<file path="src/rtl/core/cxab_pkg.sv">
// Shared constants and types for the chaining byte cipher.
package cxab_pkg;

    localparam int BLOCK_BYTES_DEF = 8;
    localparam int BYTE_W          = 8;
    localparam int BLOCK_W         = 64;
    localparam int CFG_IDX_W       = 2;
    localparam int CFG_DATA_W      = 64;

    localparam logic [CFG_IDX_W-1:0] REG_DIRECTION      = 2'd0;
    localparam logic [CFG_IDX_W-1:0] REG_INITIAL_VECTOR = 2'd1;
    localparam logic [CFG_IDX_W-1:0] REG_MAIN_KEY       = 2'd2;

    localparam logic DIR_ENCRYPT = 1'b0;
    localparam logic DIR_DECRYPT = 1'b1;

    typedef struct packed {
        logic               direction;
        logic [BLOCK_W-1:0] initial_vector;
        logic [BLOCK_W-1:0] main_key;
    } cfg_t;

    typedef struct packed {
        logic              direction;
        logic [BYTE_W-1:0] cipher;
        logic [BYTE_W-1:0] key;
        logic [BYTE_W-1:0] chain;
    } work_t;

endpackage

</file>
<file path="src/rtl/core/cxab_ifs.sv">
// Valid/ready channel interfaces: input words, result words, register writes.
interface cxab_in_if;
    logic                       valid;
    logic                       ready;
    logic [cxab_pkg::BYTE_W-1:0] data_byte;
    logic                       first_byte;

    modport source (output valid, output data_byte, output first_byte, input ready);
    modport sink   (input valid, input data_byte, input first_byte, output ready);
endinterface

interface cxab_out_if;
    logic                       valid;
    logic                       ready;
    logic [cxab_pkg::BYTE_W-1:0] result_byte;

    modport source (output valid, output result_byte, input ready);
    modport sink   (input valid, input result_byte, output ready);
endinterface

interface cxab_cfg_if;
    logic                           valid;
    logic                           ready;
    logic [cxab_pkg::CFG_IDX_W-1:0]  index;
    logic [cxab_pkg::CFG_DATA_W-1:0] wdata;

    modport source (output valid, output index, output wdata, input ready);
    modport sink   (input valid, input index, input wdata, output ready);
endinterface

</file>
<file path="src/rtl/core/cxab_chain.sv">
// Front stage: byte position, chain store and the chained encrypt step.
module cxab_chain #(
    parameter int BLOCK_BYTES = cxab_pkg::BLOCK_BYTES_DEF
) (
    input  logic                        clk,
    input  logic                        rst_n,
    input  logic                        accept,
    input  logic [cxab_pkg::BYTE_W-1:0] data_byte,
    input  logic                        first_byte,
    input  cxab_pkg::cfg_t              cfg,
    output cxab_pkg::work_t             work
);

    localparam int IDX_W = (BLOCK_BYTES > 1) ? $clog2(BLOCK_BYTES) : 1;
    localparam logic [IDX_W-1:0] LAST_POS = IDX_W'(BLOCK_BYTES - 1);

    logic [IDX_W-1:0]            pos_reg;
    logic [IDX_W-1:0]            pos_next;
    logic [IDX_W-1:0]            pos_cur;
    logic [cxab_pkg::BYTE_W-1:0] chain_reg  [BLOCK_BYTES];
    logic [cxab_pkg::BYTE_W-1:0] chain_next [BLOCK_BYTES];
    logic [cxab_pkg::BYTE_W-1:0] chain_rd;
    logic [cxab_pkg::BYTE_W-1:0] key_b;
    logic [cxab_pkg::BYTE_W-1:0] enc_c;
    logic [cxab_pkg::BYTE_W-1:0] cipher;

    assign pos_cur  = first_byte ? '0 : pos_reg;
    assign chain_rd = first_byte ? cfg.initial_vector[cxab_pkg::BYTE_W-1:0]
                                 : chain_reg[pos_cur];
    assign key_b    = cfg.main_key[{pos_cur, 3'b000} +: cxab_pkg::BYTE_W];
    assign enc_c    = (data_byte ^ chain_rd) + key_b;
    assign cipher   = (cfg.direction == cxab_pkg::DIR_DECRYPT) ? data_byte : enc_c;
    assign pos_next = (pos_cur == LAST_POS) ? '0 : pos_cur + 1'b1;

    always_comb
    begin
        for (int i = 0; i < BLOCK_BYTES; i++)
        begin
            if (IDX_W'(i) == pos_cur)
            begin
                chain_next[i] = cipher;
            end
            else if (first_byte)
            begin
                chain_next[i] = cfg.initial_vector[i*cxab_pkg::BYTE_W +: cxab_pkg::BYTE_W];
            end
            else
            begin
                chain_next[i] = chain_reg[i];
            end
        end
    end

    always_ff @(posedge clk or negedge rst_n)
    begin
        if (!rst_n)
        begin
            pos_reg <= '0;
        end
        else if (accept)
        begin
            pos_reg <= pos_next;
        end
    end

    // chain bytes hold nothing meaningful until a first byte loads the vector
    always_ff @(posedge clk)
    begin
        if (accept)
        begin
            for (int i = 0; i < BLOCK_BYTES; i++)
            begin
                chain_reg[i] <= chain_next[i];
            end
        end
    end

    assign work.direction = cfg.direction;
    assign work.cipher    = cipher;
    assign work.key       = key_b;
    assign work.chain     = chain_rd;

endmodule

</file>
<file path="src/rtl/core/cbc_xor_add_byte_cipher.sv">
// Top level of the chaining byte cipher: registers and the three-stage datapath.
// One result word per input word, in order. Sustained rate is one word per
// clock while result.ready stays high. Each word moves through work1_reg,
// val2_reg and res3_reg, and its result is held until result.ready takes it.
// The chain store update (encrypt: xor then add of the key byte; decrypt: the input
// byte as is) closes in the input cycle, since the next byte may chain from it; the
// decrypt subtract and xor follow in two further register stages. A first_byte
// word restarts the position at zero and reloads the chain from initial_vector.
// Registers: 0 direction (0 encrypt, 1 decrypt), 1 initial_vector, 2 main_key;
// byte i of a 64-bit register sits in bits 8i+7..8i. Write only while idle.
module cbc_xor_add_byte_cipher #(
    parameter int BLOCK_BYTES = cxab_pkg::BLOCK_BYTES_DEF
) (
    input logic        clk,
    input logic        rst_n,
    cxab_in_if.sink    feed,
    cxab_out_if.source result,
    cxab_cfg_if.sink   cfg
);

    cxab_pkg::cfg_t  cfg_reg;
    cxab_pkg::work_t work_s0;
    cxab_pkg::work_t work1_reg;

    logic                        v1_reg;
    logic                        v2_reg;
    logic                        v3_reg;
    logic                        dir2_reg;
    logic [cxab_pkg::BYTE_W-1:0] val2_reg;
    logic [cxab_pkg::BYTE_W-1:0] chain2_reg;
    logic [cxab_pkg::BYTE_W-1:0] res3_reg;
    logic [cxab_pkg::BYTE_W-1:0] val2_next;
    logic [cxab_pkg::BYTE_W-1:0] res3_next;
    logic                        en1;
    logic                        en2;
    logic                        en3;
    logic                        accept;

    // register writes
    assign cfg.ready = 1'b1;

    always_ff @(posedge clk or negedge rst_n)
    begin
        if (!rst_n)
        begin
            cfg_reg <= '0;
        end
        else if (cfg.valid)
        begin
            case (cfg.index)
                cxab_pkg::REG_DIRECTION:      cfg_reg.direction      <= cfg.wdata[0];
                cxab_pkg::REG_INITIAL_VECTOR: cfg_reg.initial_vector <= cfg.wdata;
                cxab_pkg::REG_MAIN_KEY:       cfg_reg.main_key       <= cfg.wdata;
                default:                      cfg_reg                <= cfg_reg;
            endcase
        end
    end

    // stage flow
    assign en3        = !v3_reg || result.ready;
    assign en2        = !v2_reg || en3;
    assign en1        = !v1_reg || en2;
    assign feed.ready = en1;
    assign accept     = feed.valid && en1;

    cxab_chain #(
        .BLOCK_BYTES(BLOCK_BYTES)
    ) u_chain (
        .clk        (clk),
        .rst_n      (rst_n),
        .accept     (accept),
        .data_byte  (feed.data_byte),
        .first_byte (feed.first_byte),
        .cfg        (cfg_reg),
        .work       (work_s0)
    );

    assign val2_next = (work1_reg.direction == cxab_pkg::DIR_DECRYPT)
                       ? work1_reg.cipher - work1_reg.key : work1_reg.cipher;
    assign res3_next = (dir2_reg == cxab_pkg::DIR_DECRYPT) ? val2_reg ^ chain2_reg : val2_reg;

    always_ff @(posedge clk or negedge rst_n)
    begin
        if (!rst_n)
        begin
            v1_reg <= 1'b0;
            v2_reg <= 1'b0;
            v3_reg <= 1'b0;
        end
        else
        begin
            if (en1)
            begin
                v1_reg <= feed.valid;
            end
            if (en2)
            begin
                v2_reg <= v1_reg;
            end
            if (en3)
            begin
                v3_reg <= v2_reg;
            end
        end
    end

    always_ff @(posedge clk)
    begin
        if (accept)
        begin
            work1_reg <= work_s0;
        end
        if (en2 && v1_reg)
        begin
            dir2_reg   <= work1_reg.direction;
            val2_reg   <= val2_next;
            chain2_reg <= work1_reg.chain;
        end
        if (en3 && v2_reg)
        begin
            res3_reg <= res3_next;
        end
    end

    assign result.valid       = v3_reg;
    assign result.result_byte = res3_reg;

endmodule

</file>
<file path="src/flat_wrapper.sv">
// flat-port wrapper written by rule: the top's interface ports become plain ports
module cbc_xor_add_byte_cipher_flat 
#(
    parameter int BLOCK_BYTES = cxab_pkg::BLOCK_BYTES_DEF
)
  (clk, rst_n, feed_valid, feed_data_byte, feed_first_byte, feed_ready, result_valid, result_result_byte, result_ready, cfg_valid, cfg_index, cfg_wdata, cfg_ready);
  cxab_in_if feed_i ();
  cxab_out_if result_i ();
  cxab_cfg_if cfg_i ();
  input logic clk;
  input logic rst_n;
  input wire logic [$bits(feed_i.valid)-1:0] feed_valid;
  input wire logic [$bits(feed_i.data_byte)-1:0] feed_data_byte;
  input wire logic [$bits(feed_i.first_byte)-1:0] feed_first_byte;
  output wire logic [$bits(feed_i.ready)-1:0] feed_ready;
  output wire logic [$bits(result_i.valid)-1:0] result_valid;
  output wire logic [$bits(result_i.result_byte)-1:0] result_result_byte;
  input wire logic [$bits(result_i.ready)-1:0] result_ready;
  input wire logic [$bits(cfg_i.valid)-1:0] cfg_valid;
  input wire logic [$bits(cfg_i.index)-1:0] cfg_index;
  input wire logic [$bits(cfg_i.wdata)-1:0] cfg_wdata;
  output wire logic [$bits(cfg_i.ready)-1:0] cfg_ready;
  assign feed_i.valid = feed_valid;
  assign feed_i.data_byte = feed_data_byte;
  assign feed_i.first_byte = feed_first_byte;
  assign feed_ready = feed_i.ready;
  assign result_valid = result_i.valid;
  assign result_result_byte = result_i.result_byte;
  assign result_i.ready = result_ready;
  assign cfg_i.valid = cfg_valid;
  assign cfg_i.index = cfg_index;
  assign cfg_i.wdata = cfg_wdata;
  assign cfg_ready = cfg_i.ready;
  cbc_xor_add_byte_cipher #(.BLOCK_BYTES(BLOCK_BYTES)) u_core (.clk(clk), .rst_n(rst_n), .feed(feed_i), .result(result_i), .cfg(cfg_i));
endmodule
</file>
<file path="config.mk">
export PLATFORM = sky130hd
export DESIGN_NAME = cbc_xor_add_byte_cipher_flat
export DESIGN_NICKNAME = d
export VERILOG_FILES = /design/src/rtl/core/cxab_pkg.sv /design/src/rtl/core/cxab_ifs.sv /design/src/rtl/core/cxab_chain.sv /design/src/rtl/core/cbc_xor_add_byte_cipher.sv /design/src/flat_wrapper.sv
export SDC_FILE = /design/constraint.sdc
export NUM_CORES = 1
export LEC_CHECK = 0
export ABC_AREA = 1
export BUFFER_PORTS_ARGS = -buffer_cell sky130_fd_sc_hd__buf_2
export CAP_MARGIN = 20
export CORE_AREA = 2 2 156 158
export CTS_BUF_LIST = sky130_fd_sc_hd__clkbuf_8
export CTS_CLUSTER_SIZE = 12
export DETAILED_ROUTE_END_ITERATION = 8
export DIE_AREA = 0 0 158 160
export PLACE_DENSITY_LB_ADDON = 0.08
export SETUP_SLACK_MARGIN = 0.02
export SYNTH_ARGS = -nofsm -noshare
export SYNTH_HDL_FRONTEND = slang
export SYNTH_SLANG_ARGS = --single-unit
</file>
<file path="constraint.sdc">
create_clock -name clk -period 4.35 [get_ports clk]
set_input_delay 0.2175 -clock clk [delete_from_list [all_inputs] [get_ports clk]]
set_output_delay 0.2175 -clock clk [all_outputs]
set_load 0.02 [all_outputs]
</file>
==> run summary, run 1 <==
In the final layout, the multi-input gates occupy 4050 sq um. The site row count was 57; the top-area cell type share of the netlist area was 29.3%. The H-tree was split into 2 levels. The sequential cells in the finished layout cover a total of 6800 sq um. Sorting the synthesized cells by how often they occur yields sky130_fd_sc_hd__nand2_1, sky130_fd_sc_hd__o21ai_0, sky130_fd_sc_hd__inv_1.

The topmost layer with routed signal wires was met4. The critical path goes through nand2_2 > buf_4 > a21oi_1 > a32o_1 > nand2_1 > nand3_1 > xor2_1 > ha_1 > a21oi_1 > nand2_1 > nand2_1 > nand2_1 > a21oi_1 > xor2_1 > o21ai_2 > nand2_1 > nand2_1. The max-slew violation count is 0. Clock-pin slew was measured on the worst setup and hold paths at 0.06 ns.

The share of the clock period used by the worst path after layout was 86.5%; the half-perimeter wire length after detailed placement was 22500 um. The register with the most flip-flops in the layout has 129 of them. 91 I/O pins were placed. At the worst endpoint, the required time is 4.75 ns. The number of different library cells used by synthesis comes to 43. The flow ran to the end, and the final reports show no timing, DRC or antenna violations. Among all flip-flop cells after synthesis, the most frequent one is sky130_fd_sc_hd__dfrtp_1.

The worst-case IR drop observed on VDD is 0.264 mV. The tools report the maximum achievable frequency as 266 MHz. sky130_fd_sc_hd__nand2_1 is the most common cell in the netlist. The number of antenna violations at the first check in global routing came out at 0. Of all nets on the critical path, the largest fanout is 29. The area growth from synthesis to layout came out at 18.8%. In this run the deepest clock path goes through 3 buffers. The logs give 0.0220 ns for the clock skew after layout and 0 for the number of maximum-capacitance constraint violations. The die boundary height was 160 um; the first-iteration detailed-routing DRC count was 873. In this run, synthesis inferred 114 flip-flops with an integrated enable. The tools report the detailed-routed wire length on met3 as 2190 um. Setup violations remaining at the end of the flow were counted as 0. The leftover overflow at the end of global routing was 0. The run gives 51200 um as the wire length of the first global-routing pass. The run gives 0 as the number of failing hold endpoints at the final stage. The worst pin sits at a relative slew slack of 26.6%. The run gives 0.589 ns as the final critical-path setup slack. At the pin with the least slew margin, the transition time is 1.09 ns.

The layout has 2204 filler cells. The number of global-route vias before repair came out at 9010. The library cell contributing the largest single delay on the critical path is sky130_fd_sc_hd__o21ai_2.

TritonCTS built the clock tree. The total power density per cell area is 524 nW/um^2. The detailed router put a total of 14800 um of wire on met1. The analysis attributes to cell leakage a power of 6.66 nW. The tools report the origin of the worst min-delay path as cfg_wdata[0].

Across every metal layer, demand over resource in global routing totals 26.8%. Root cell of the clock tree: sky130_fd_sc_hd__clkbuf_8. Sequential elements use 58.3% of the synthesized area.

Kind of capture point of the worst setup path: a flop. TritonCTS created 43 clock buffers. Yosys attributes the largest share of cell area to sky130_fd_sc_hd__edfxtp_1, sky130_fd_sc_hd__dfrtp_1, sky130_fd_sc_hd__nand2_1.

The netlist area before placement is 11700 sq um, and the area of the die is 25300 sq um. When the netlist entered floorplanning its net count stood at 1383. For this block, the routed nets add up to 32800 um of wire.

Weighted congestion at the end of routability-driven global placement: 0.867. The mean post-synth cell area is 9.11 sq um. After synthesis the netlist holds a flip-flop and latch count of 249. For the finished layout, the period the worst path requires is 3.76 ns. In this design, the stage delay of the slowest critical-path cell is 0.55 ns.

The run gives 0 as the number of warning messages in the yosys log. Of all flip-flops after synthesis, the portion carrying an async set or reset was 54.2%. The tools report the number of inserted diodes as 0. Category of the critical setup timing path: reg2reg. Entering global routing, the biggest net connects 129 pins.

The clock reaches the later pin of the worst-skew pair after 0.54 ns. Wire length on met2: 14700 um. The post-layout net count was 1535. Port buffering added 89 buffers.

The length of the first detailed-routing pass in iterations is 5. The most prevalent standard cell on the critical path is sky130_fd_sc_hd__nand2_1. The run gives 23800 sq um as the placeable core region. In the final layout, the share of cells above drive strength 1 is 12.7%. Setup repair after global routing left no endpoint under its margin. Once the clock tree was built, the resizer swapped 0 gates to a different size. The routed layout has 9245 vias.

Summed over all instances, the cell type with the most area after synthesis is sky130_fd_sc_hd__edfxtp_1. Using the TritonRoute via totals, the vias-per-cell ratio works out to 5.19. The worst setup slack before clock tree synthesis is 0.508 ns. The first element of the critical path is u_core.u_chain.pos_reg[1]. The detail route stage leaves a number of antenna-violating nets equal to 0. The run gives 249 as the number of clock sinks. The average detailed-routed wire length per instance is 18.4 um, and the cell count after synthesis is 1281. In the routed design, unresolved DRC markers number 0. Launch point of the worst reg-to-reg path: u_core.u_chain.pos_reg[1]. The horizontal extent of the die is 158 um.

The worst setup path is launched from a flop. For the worst setup path, the data arrival time is 4.16 ns. The run gives 49.0% as the effective utilization at floorplan. Setup total negative slack on the finished layout was measured at 0 ns. The path type of the worst min-delay path is in2reg.
critical path, delay by kind of cell, from the launching register on:
kind,cells,cell delay (ns)
compound gates,5,1.20
xor+xnor,2,0.28
fa+ha+maj,1,0.34
buf+inv,1,0.30
flops,1,0.39
simple gates,8,1.13
power breakdown:
part / switching (W) / leakage [nW] / internal (W)
clock network: 0.000900 / 0.475 / 0.00105
registers: 0.000253 / 2.78 / 0.00303
logic: 0.00136 / 3.41 / 0.000682
cell families after synthesis:
| family | after synthesis | synth area share, % |
|---|---|---|
| simple gates | 521 | 18.2 |
| compound gates | 259 | 12.2 |
| flops | 249 | 58.3 |
| buf+inv | 209 | 7.18 |
| fa+ha+maj | 22 | 2.49 |
| xor+xnor | 20 | 1.57 |
| other cells | 1 | 0.0321 |
path summary, 6_finish.rpt:
kind	to	slack [ns]	cells after the start
max in group asynchronous	u_core.cfg_reg[124]	3.12	3
max	u_core.u_chain.chain_reg[7][5]	0.59	17
max reg2reg	u_core.u_chain.chain_reg[7][5]	0.59	17
min in group asynchronous	u_core.cfg_reg[7]	0.25	2
min reg2reg	u_core.chain2_reg[3]	0.42	0
min	u_core.cfg_reg[64]	0.02	3
cells in the final DEF, fill, tap and decap left out, types with 20 or more instances in the layout:
master	Yosys	routed
sky130_fd_sc_hd__nand2_1	416	416
sky130_fd_sc_hd__o21ai_0	170	170
sky130_fd_sc_hd__inv_1	141	162
sky130_fd_sc_hd__dfrtp_1	135	135
sky130_fd_sc_hd__edfxtp_1	114	114
sky130_fd_sc_hd__buf_2	14	88
sky130_fd_sc_hd__dlygate4sd3_1	0	64
sky130_fd_sc_hd__nand3_1	54	52
sky130_fd_sc_hd__clkbuf_8	0	48
sky130_fd_sc_hd__a21oi_1	44	44
sky130_fd_sc_hd__nor2_1	21	21
sky130_fd_sc_hd__ha_1	20	20
area by class of cell:
cell class,count,area share [%]
multi-input combinational,823,29.2
tap,324,2.92
inverter,146,3.99
clock inverter,23,0.821
sequential,249,49.1
clock buffer,48,4.76
timing repair buffer,170,9.21
metal layers:
layer,GRT usage [%],vias to the layer above
met1,38.7,4361
met4,9.01,0
met3,5.54,71
li1,-,4495
met5,0,-
met2,40.8,318
what timing repair did:
action                    CTS  global route
buffers inserted            0             0
hold endpoints to repair  184             0
hold buffers               64             0
stage by stage:
step | util, % | area, sq um | hold WS (ns) | std cells | total power, W
2_1_floorplan | - | 11700 | -0.0781 | 1281 | 0.00455
3_3_place_gp | 51.9 | 12400 | 0.269 | 1644 | 0.00525
3_5_place_dp | 51.9 | 12400 | 0.269 | 1644 | 0.00528
4_1_cts | 57.9 | 13800 | 0.00124 | 1779 | 0.00730
5_1_grt | 58.2 | 13900 | 0.0197 | 1783 | 0.00773
6_report | 58.2 | 13900 | 0.0162 | 1783 | 0.00727
(Power assumes the default switching activity.)
==> inputs of run 2 (changes only) <==
clock period = 3.1 ns   (was 4.35 ns; I/O delays follow)
==> run summary, run 2 (synthesized netlist as in run 1, its figures left out) <==
The flow ran to the end, but the final reports show violations. The final reports fail on negative setup slack. The largest stage delay on the critical path is 0.49 ns (was 0.55 ns).

The most prevalent standard cell on the critical path is sky130_fd_sc_hd__nand2_2 (was sky130_fd_sc_hd__nand2_1). Setup repair after global routing could not meet its margin everywhere. The first-iteration detailed-routing DRC count is 1008 (was 873). The number of clock sinks was 249 (unchanged); the via density per instance was 5.24 (was 5.19). The time the final worst path needs with I/O delays and setup came out at 3.38 ns (was 3.76 ns).

For the H-tree depth, the log shows 2 (unchanged). The number of vias after detailed routing came out at 10100 (was 9245). The logs give 0.55 ns (was 0.54 ns) for the clock latency reported for the late side of the worst-skew pair and 0.0124 W (was 0.00727 W) for the total chip power.

The tools report the pin count of the biggest net entering global routing as 88 (was 129). The kind of capture point of the worst setup path is a flop (unchanged). Die boundary height: 160 um (unchanged). The logs give 0.942 (was 0.867) for the weighted congestion at the end of routability-driven global placement and -0.341 ns (was 0.508 ns) for the worst setup slack before clock tree synthesis. The site row count is 57 (unchanged). The category of the critical setup timing path is reg2reg (unchanged).

The run gives 5 (unchanged) as the length of the first detailed-routing pass in iterations. The tools report the root cell of the clock tree as sky130_fd_sc_hd__clkbuf_8 (unchanged). The logs give 23800 sq um (unchanged) for the placeable core region and 0 (unchanged) for the number of failing hold endpoints at the final stage. Share of the clock period used by the worst path after layout: 109% (was 86.5%). Final critical-path setup slack: -0.281 ns (was 0.589 ns).

The number of antenna-violating nets in the routed design was 0 (unchanged); the maximum achievable frequency was 296 MHz (was 266 MHz). Worst endpoint required time: 3.50 ns (was 4.75 ns). The half-perimeter wire length after detailed placement came out at 24000 um (was 22500 um).

For the number of ports placed on the die boundary, the log shows 91 (unchanged). For the number of maximum-capacitance constraint violations, the log shows 0 (unchanged). The final setup violation count was 52 (was 0); the number of buffers between clock root and the deepest sink was 3 (unchanged). CP Cell Sequence: nand2_4 > inv_8 > buf_6 > nand2_2 > a32o_1 > nand2_1 > nand2_2 > or2_4 > xor2_1 > ha_1 > inv_2 > o21ai_2 > nand2_2 > nand2_2 > a21oi_2 > or2_4 > nand3_4 > nand3_2 > nand2_2 (was nand2_2 > buf_4 > a21oi_1 > a32o_1 > nand2_1 > nand3_1 > xor2_1 > ha_1 > a21oi_1 > nand2_1 > nand2_1 > nand2_1 > a21oi_1 > xor2_1 > o21ai_2 > nand2_1 > nand2_1).

The run gives 0 (unchanged) as the number of inserted diodes. The tools report the number of global-route vias before repair as 9860 (was 9010). The wire length of the first global-routing pass was 54800 um (was 51200 um). The library cell contributing the largest single delay on the critical path is sky130_fd_sc_hd__dfrtp_2 (was sky130_fd_sc_hd__o21ai_2). The quantity of I/O buffers inserted on ports is 89 (unchanged), and the horizontal extent of the die is 158 um (unchanged). The path type of the worst min-delay path was in2reg (unchanged). The number of flip-flops in the largest register was 129 (unchanged). The average detailed-routed wire length per instance was 18.8 um (was 18.4 um). Commonest non-fill, non-tap cells in the layout: sky130_fd_sc_hd__nand2_1, sky130_fd_sc_hd__o21ai_0, sky130_fd_sc_hd__inv_1, sky130_fd_sc_hd__dfrtp_1, sky130_fd_sc_hd__edfxtp_1 (unchanged).

Category of the worst setup path launch point: a flop (unchanged). The area growth from synthesis to layout works out to 35.4% (was 18.8%). The overall fraction of global-route tracks in use came out at 28.8% (was 26.8%). The tools report the max-slew violation count as 0 (unchanged). Post-placement cell area: 13100 sq um (was 12400 sq um). The area of the die is 25300 sq um (unchanged), and the number of antenna violations at the first check in global routing is 0 (unchanged). The post-layout net count was 1664 (was 1535); the TritonCTS buffer count was 42 (was 43). The clock skew after layout is 0.0296 ns (was 0.0220 ns), and the minimum hold slack is 0.0971 ns (was 0.0162 ns). TritonCTS built the clock tree. The most frequent standard cell in the layout excluding fill and tap cells was sky130_fd_sc_hd__nand2_1 (unchanged).

The transition time of the tightest slew-check pin came out at 0.992 ns (was 1.09 ns). The tools report the effective utilization at floorplan as 49.0% (unchanged). For the post-layout instance area, the log shows 15800 sq um (was 13900 sq um).

The clock input transition at the sequential cells of the worst setup and hold paths was 0.07 ns (was 0.06 ns); the worst-case headroom to the max-slew limit was 33.9% (was 26.6%). The tools report the detailed-route DRC error count as 0 (unchanged). The worst-case vdd ir drop is 0.385 mV (was 0.264 mV). For the arrival time reported for the critical path endpoint, the log shows 3.78 ns (was 4.16 ns). The leftover overflow at the end of global routing came out at 0 (unchanged). The final design utilization is 66.3% (was 58.2%). The tools report the total routed wirelength as 36100 um (was 32800 um). The fraction of layout instances using a drive strength above 1 works out to 26.9% (was 12.7%). The cell leakage power is 7.55 nW (was 6.66 nW), and the maximum fanout encountered on the critical timing path is 7 (was 29). The total power density per cell area is 784 nW/um^2 (was 524 nW/um^2).
[run 2: through the flow]
stage | cells | setup TNS (ns)
5_1_grt | 1918 | -12.83
3_3_place_gp | 1725 | -6.46
2_1_floorplan | 1281 | 0
4_1_cts | 1906 | -1.22
6_report | 1918 | -8.15
3_5_place_dp | 1725 | -8.30
[run 2: final timing paths]
path | slack, ns | depth (start not counted) | end | from
max in group asynchronous | 2.02 | 3 | u_core.cfg_reg[121] | rst_n
setup / recovery | -0.28 | 19 | u_core.u_chain.chain_reg[7][6] | u_core.u_chain.pos_reg[0]
min in group asynchronous | 0.22 | 2 | u_core.cfg_reg[73] | rst_n
setup reg to reg | -0.28 | 19 | u_core.u_chain.chain_reg[7][6] | u_core.u_chain.pos_reg[0]
hold reg to reg | 0.42 | 0 | u_core.chain2_reg[3] | u_core.work1_reg[3]
hold / removal | 0.1 | 3 | u_core.cfg_reg[128] | cfg_valid
[run 2: what timing repair did]
| action | CTS | global route |
|---|---|---|
| hold endpoints to repair | 215 | 0 |
| endpoints found under the setup margin | 44 | 60 |
| pin swaps | 28 | 29 |
| buffers inserted | 32 | 13 |
| hold buffers | 66 | 0 |
| gates resized for setup | 72 | 83 |
| cloned | 7 | 1 |
[run 2: layout make-up]
cell class / instances / area (sq um)
timing repair buffer: 296 / 2460
sequential: 249 / 6800
inverter: 146 / 558
multi-input combinational: 827 / 4630
clock inverter: 17 / 123
tap: 324 / 405
fill: 1948 / 8030
clock buffer: 59 / 812
[run 2: metal layers]
metal	share of wire, %	GRT usage [%]
met5	0	0
met3	7.2	4.94
met2	46	43.8
met1	43	41.2
met4	4.2	11.9
[run 2: critical path: cells and delay by family, from the launching register on]
| kind | cells | cell delay [ns] |
|---|---|---|
| simple gates | 11 | 1.40 |
| fa+ha+maj | 1 | 0.38 |
| flops | 1 | 0.49 |
| xor+xnor | 1 | 0.15 |
| compound gates | 3 | 0.51 |
| buf+inv | 3 | 0.29 |
[run 2: power by group]
| group | internal (W) | total (W) | switching [W] |
|---|---|---|---|
| clock | 0.00185 | 0.00318 | 0.00133 |
| sequential | 0.00425 | 0.00463 | 0.000384 |
| combinational | 0.00195 | 0.00457 | 0.00261 |
==> inputs of run 3 (changes only) <==
ABC_AREA = unset   (was 1)
CORE_AREA = 2 2 154 156   (was 2 2 156 158)
DIE_AREA = 0 0 156 158   (was 0 0 158 160)
==> run summary, run 3 <==
The wire length of the first global-routing pass is 44900 um (was 54800 um), and the netlist area before placement is 11300 sq um (was 11700 sq um). The fraction of layout instances using a drive strength above 1 works out to 41.1% (was 26.9%). For the number of vias after detailed routing, the log shows 7708 (was 10100). Number of failing hold endpoints at the final stage: 0 (unchanged).

The category of the critical setup timing path was reg2reg (unchanged). The sequential share of the synthesized area was 59.9% (was 58.3%). The run gives 64.0% (was 66.3%) as the final design utilization. The leftover overflow at the end of global routing is 0 (unchanged).

The category of the worst setup path launch point is a flop (unchanged). The count of buffer and inverter cells on the critical path works out to 2 (was 3). The most prevalent standard cell on the critical path is sky130_fd_sc_hd__o21ai_2 (was sky130_fd_sc_hd__nand2_2).

The run gives 28600 um (was 36100 um) as the total routed wirelength. The TritonCTS buffer count was 43 (was 42). The tools report the weighted congestion at the end of routability-driven global placement as 0.951 (was 0.942).

Number of flops mapped to enable cells by yosys: 114 (unchanged). The clock input transition at the sequential cells of the worst setup and hold paths was 0.06 ns (was 0.07 ns). The most common cell in the synthesized netlist is sky130_fd_sc_hd__mux2_2 (was sky130_fd_sc_hd__nand2_1). The number of antenna violations at the first check in global routing was 1 (was 0).

The share of async-settable or async-resettable flops after synthesis works out to 54.2% (unchanged). The number of placed cells counting well taps came out at 1277 (was 1725). The mean post-synth cell area works out to 13.3 sq um (was 9.11 sq um). The root cell of the clock tree was sky130_fd_sc_hd__clkbuf_8 (unchanged). The top-area cell type share of the netlist area works out to 30.2% (was 29.3%).

The tools report the cell leakage power as 6.35 nW (was 7.55 nW). Final setup violation count: 62 (was 52). The die boundary height was 158 um (was 160 um). The worst-case vdd ir drop is 0.370 mV (was 0.385 mV).

The transition time of the tightest slew-check pin was 0.918 ns (was 0.992 ns). The effective utilization at floorplan is 49.2% (was 49.0%), and the area of the die is 24600 sq um (was 25300 sq um). The net count of the mapped netlist was 958 (was 1383). Via density per instance: 5.36 (was 5.24).

The logs give 1216 (was 1664) for the post-layout net count and 20300 um (was 24000 um) for the half-perimeter wire length after detailed placement. The logs give 3 (unchanged) for the number of buffers between clock root and the deepest sink and 3.50 ns (about the same) for the worst endpoint required time. The run gives 0.123 ns (was 0.0971 ns) as the minimum hold slack. The length of the first detailed-routing pass in iterations is 4 (was 5), and the time the final worst path needs with I/O delays and setup is 3.58 ns (was 3.38 ns). The area growth from synthesis to layout is 30.1% (was 35.4%).

Commonest non-fill, non-tap cells in the layout: sky130_fd_sc_hd__mux2_2, sky130_fd_sc_hd__dfrtp_1, sky130_fd_sc_hd__edfxtp_1, sky130_fd_sc_hd__nand2_1, sky130_fd_sc_hd__buf_2 (was sky130_fd_sc_hd__nand2_1, sky130_fd_sc_hd__o21ai_0, sky130_fd_sc_hd__inv_1, sky130_fd_sc_hd__dfrtp_1, sky130_fd_sc_hd__edfxtp_1). The logs give 0.0259 ns (was 0.0296 ns) for the clock skew after layout and 0 (unchanged) for the number of warning messages in the yosys log. The average detailed-routed wire length per instance is 19.9 um (was 18.8 um), and the non-filler instance count after layout is 1439 (was 1918).

The pin count of the biggest net entering global routing was 88 (unchanged); the max-slew violation count was 0 (unchanged). The run gives 56 (was 57) as the site row count. The path type of the worst min-delay path was in2reg (unchanged). Most instantiated cells after synthesis: sky130_fd_sc_hd__mux2_2, sky130_fd_sc_hd__dfrtp_1, sky130_fd_sc_hd__edfxtp_1 (was sky130_fd_sc_hd__nand2_1, sky130_fd_sc_hd__o21ai_0, sky130_fd_sc_hd__inv_1). The library cell contributing the largest single delay on the critical path is sky130_fd_sc_hd__mux4_2 (was sky130_fd_sc_hd__dfrtp_2). The largest stage delay on the critical path is 0.48 ns (was 0.49 ns), and the maximum fanout encountered on the critical timing path is 7 (unchanged).

The number of flip-flops in the largest register came out at 129 (unchanged). The maximum achievable frequency is 279 MHz (was 296 MHz). Cells taking the most area after synthesis: sky130_fd_sc_hd__edfxtp_1, sky130_fd_sc_hd__dfrtp_1, sky130_fd_sc_hd__mux2_2 (was sky130_fd_sc_hd__edfxtp_1, sky130_fd_sc_hd__dfrtp_1, sky130_fd_sc_hd__nand2_1). Clock latency reported for the late side of the worst-skew pair: 0.56 ns (was 0.55 ns). CP Cell Sequence: nor2b_4 > buf_6 > mux2i_1 > mux4_2 > o21ai_2 > xor2_1 > ha_2 > inv_2 > fa_2 > nor2b_4 > o21ai_2 > a21boi_2 > o21ai_2 > and3_4 > o31a_4 > a21oi_1 (was nand2_4 > inv_8 > buf_6 > nand2_2 > a32o_1 > nand2_1 > nand2_2 > or2_4 > xor2_1 > ha_1 > inv_2 > o21ai_2 > nand2_2 > nand2_2 > a21oi_2 > or2_4 > nand3_4 > nand3_2 > nand2_2).

Number of clock sinks: 249 (unchanged). For the count of cell types in the netlist, the log shows 46 (was 43). Most frequent standard cell in the layout excluding fill and tap cells: sky130_fd_sc_hd__mux2_2 (was sky130_fd_sc_hd__nand2_1).

For the worst-case headroom to the max-slew limit, the log shows 38.8% (was 33.9%). The number of ports placed on the die boundary is 91 (unchanged). The tools report the final critical-path setup slack as -0.484 ns (was -0.281 ns). Category of cells accounting for the largest share of critical-path delay: compound AO/OA/AOI/OAI gates (was simple AND/OR/NAND/NOR gates).

The number of global-route vias before repair is 8004 (was 9860). Failing checks: negative setup slack (unchanged). The synthesis-stage register bit count came out at 249 (unchanged). Horizontal extent of the die: 156 um (was 158 um). For the overall fraction of global-route tracks in use, the log shows 24.1% (was 28.8%). The flow ran to the end, but the final reports show violations.

The tools report the number of antenna-violating nets in the routed design as 0 (unchanged). Setup repair after global routing could not meet its margin everywhere. The arrival time reported for the critical path endpoint is 3.98 ns (was 3.78 ns), and the share of the clock period used by the worst path after layout is 116% (was 109%).

The primary flip-flop cell chosen by synthesis mapping was sky130_fd_sc_hd__dfrtp_1 (unchanged). The detailed-route DRC error count came out at 0 (unchanged). The number of fill cells in the layout was 1762 (was 1948); the total power density per cell area was 789 nW/um^2 (was 784 nW/um^2). The run gives 23100 sq um (was 23800 sq um) as the placeable core region. The quantity of I/O buffers inserted on ports came out at 89 (unchanged). The cell taking the most area after synthesis is sky130_fd_sc_hd__edfxtp_1 (unchanged). H-tree depth: 2 (unchanged). The cell count after synthesis is 856 (was 1281). The number of maximum-capacitance constraint violations is 0 (unchanged), and the first-iteration detailed-routing DRC count is 346 (was 1008). TritonCTS built the clock tree.

The tools report the kind of capture point of the worst setup path as a flop (unchanged).
==> run 3: power by group <==
group | leakage (nW) | internal (W) | switching [W]
combinational | 3.17 | 0.00199 | 0.00209
sequential | 2.68 | 0.00427 | 0.000356
clock | 0.499 | 0.00162 | 0.00133
total | 6.35 | 0.00788 | 0.00378
==> run 3: worst min-delay path, stage by stage <==
cell	delay (ns)
sky130_fd_sc_hd__buf_2	0.13
sky130_fd_sc_hd__xor2_2	0.08
sky130_fd_sc_hd__buf_6	0.14
sky130_fd_sc_hd__inv_1	0.06
==> run 3: layout make-up <==
| class | count | area (sq um) | area share [%] |
|---|---|---|---|
| antenna | 1 | 2.50 | 0.0170 |
| clock buffer | 49 | 674 | 4.57 |
| sequential | 249 | 6800 | 46.1 |
| inverter | 29 | 109 | 0.737 |
| tap | 290 | 363 | 2.46 |
| timing repair buffer | 256 | 2040 | 13.8 |
| clock inverter | 30 | 190 | 1.29 |
| multi-input combinational | 535 | 4580 | 31.0 |
==> run 3: kinds of logic (layout without fill, tap and decap cells) <==
| group | count (synthesis) | in the layout | synth area share, % |
|---|---|---|---|
| buf+inv | 73 | 364 | 2.53 |
| simple gates | 162 | 162 | 6.15 |
| flops | 249 | 249 | 59.9 |
| fa+ha+maj | 22 | 22 | 2.56 |
| compound gates | 126 | 127 | 6.09 |
| xor+xnor | 23 | 23 | 1.84 |
| mux | 200 | 200 | 20.9 |
| other cells | 1 | 2 | 0.0330 |
==> run 3: path summary, 6_finish.rpt <==
check | cells after the start | endpoint | from | slack [ns]
worst min register to register | 0 | u_core.chain2_reg[5] | u_core.work1_reg[5] | 0.42
worst min-delay path | 4 | u_core.work1_reg[23] | feed_data_byte[7] | 0.12
worst max register to register | 16 | u_core.u_chain.chain_reg[3][6] | u_core.u_chain.pos_reg[0] | -0.48
max in group asynchronous | 3 | u_core.v1_reg | rst_n | 2.07
worst max-delay path | 16 | u_core.u_chain.chain_reg[3][6] | u_core.u_chain.pos_reg[0] | -0.48
min in group asynchronous | 2 | u_core.cfg_reg[34] | rst_n | 0.20
==> run 3: metrics by stage <==
step	total power (W)	setup slack [ns]	cell area (sq um)	TNS [ns]
final	0.0117	-0.484	14800	-17.26
after global routing	0.0123	-0.656	14800	-27.19
after CTS	0.0116	-0.465	14600	-15.17
after detailed placement	0.00814	-0.857	12800	-28.32
after global placement	0.00803	-0.689	12800	-22.88
after floorplan	0.00654	-0.497	11400	-13.91
==> run 3: metal layers <==
metal | vias up | part of all wire, % | GRT usage (%)
li1 | 3624 | - | -
met2 | 200 | 48 | 38.8
met3 | 55 | 4.6 | 4.02
met5 | - | 0 | 0
met1 | 3829 | 45 | 33.6
met4 | 0 | 2.7 | 8.34
==> run 3: what timing repair did <==
item | 4_1_cts | 5_1_grt
resized for setup | 73 | 32
cloned | 1 | 0
endpoints found under the hold margin | 217 | 0
pin swaps | 26 | 16
hold buffers | 71 | 0
setup buffers | 9 | 3
setup endpoints to repair | 63 | 63
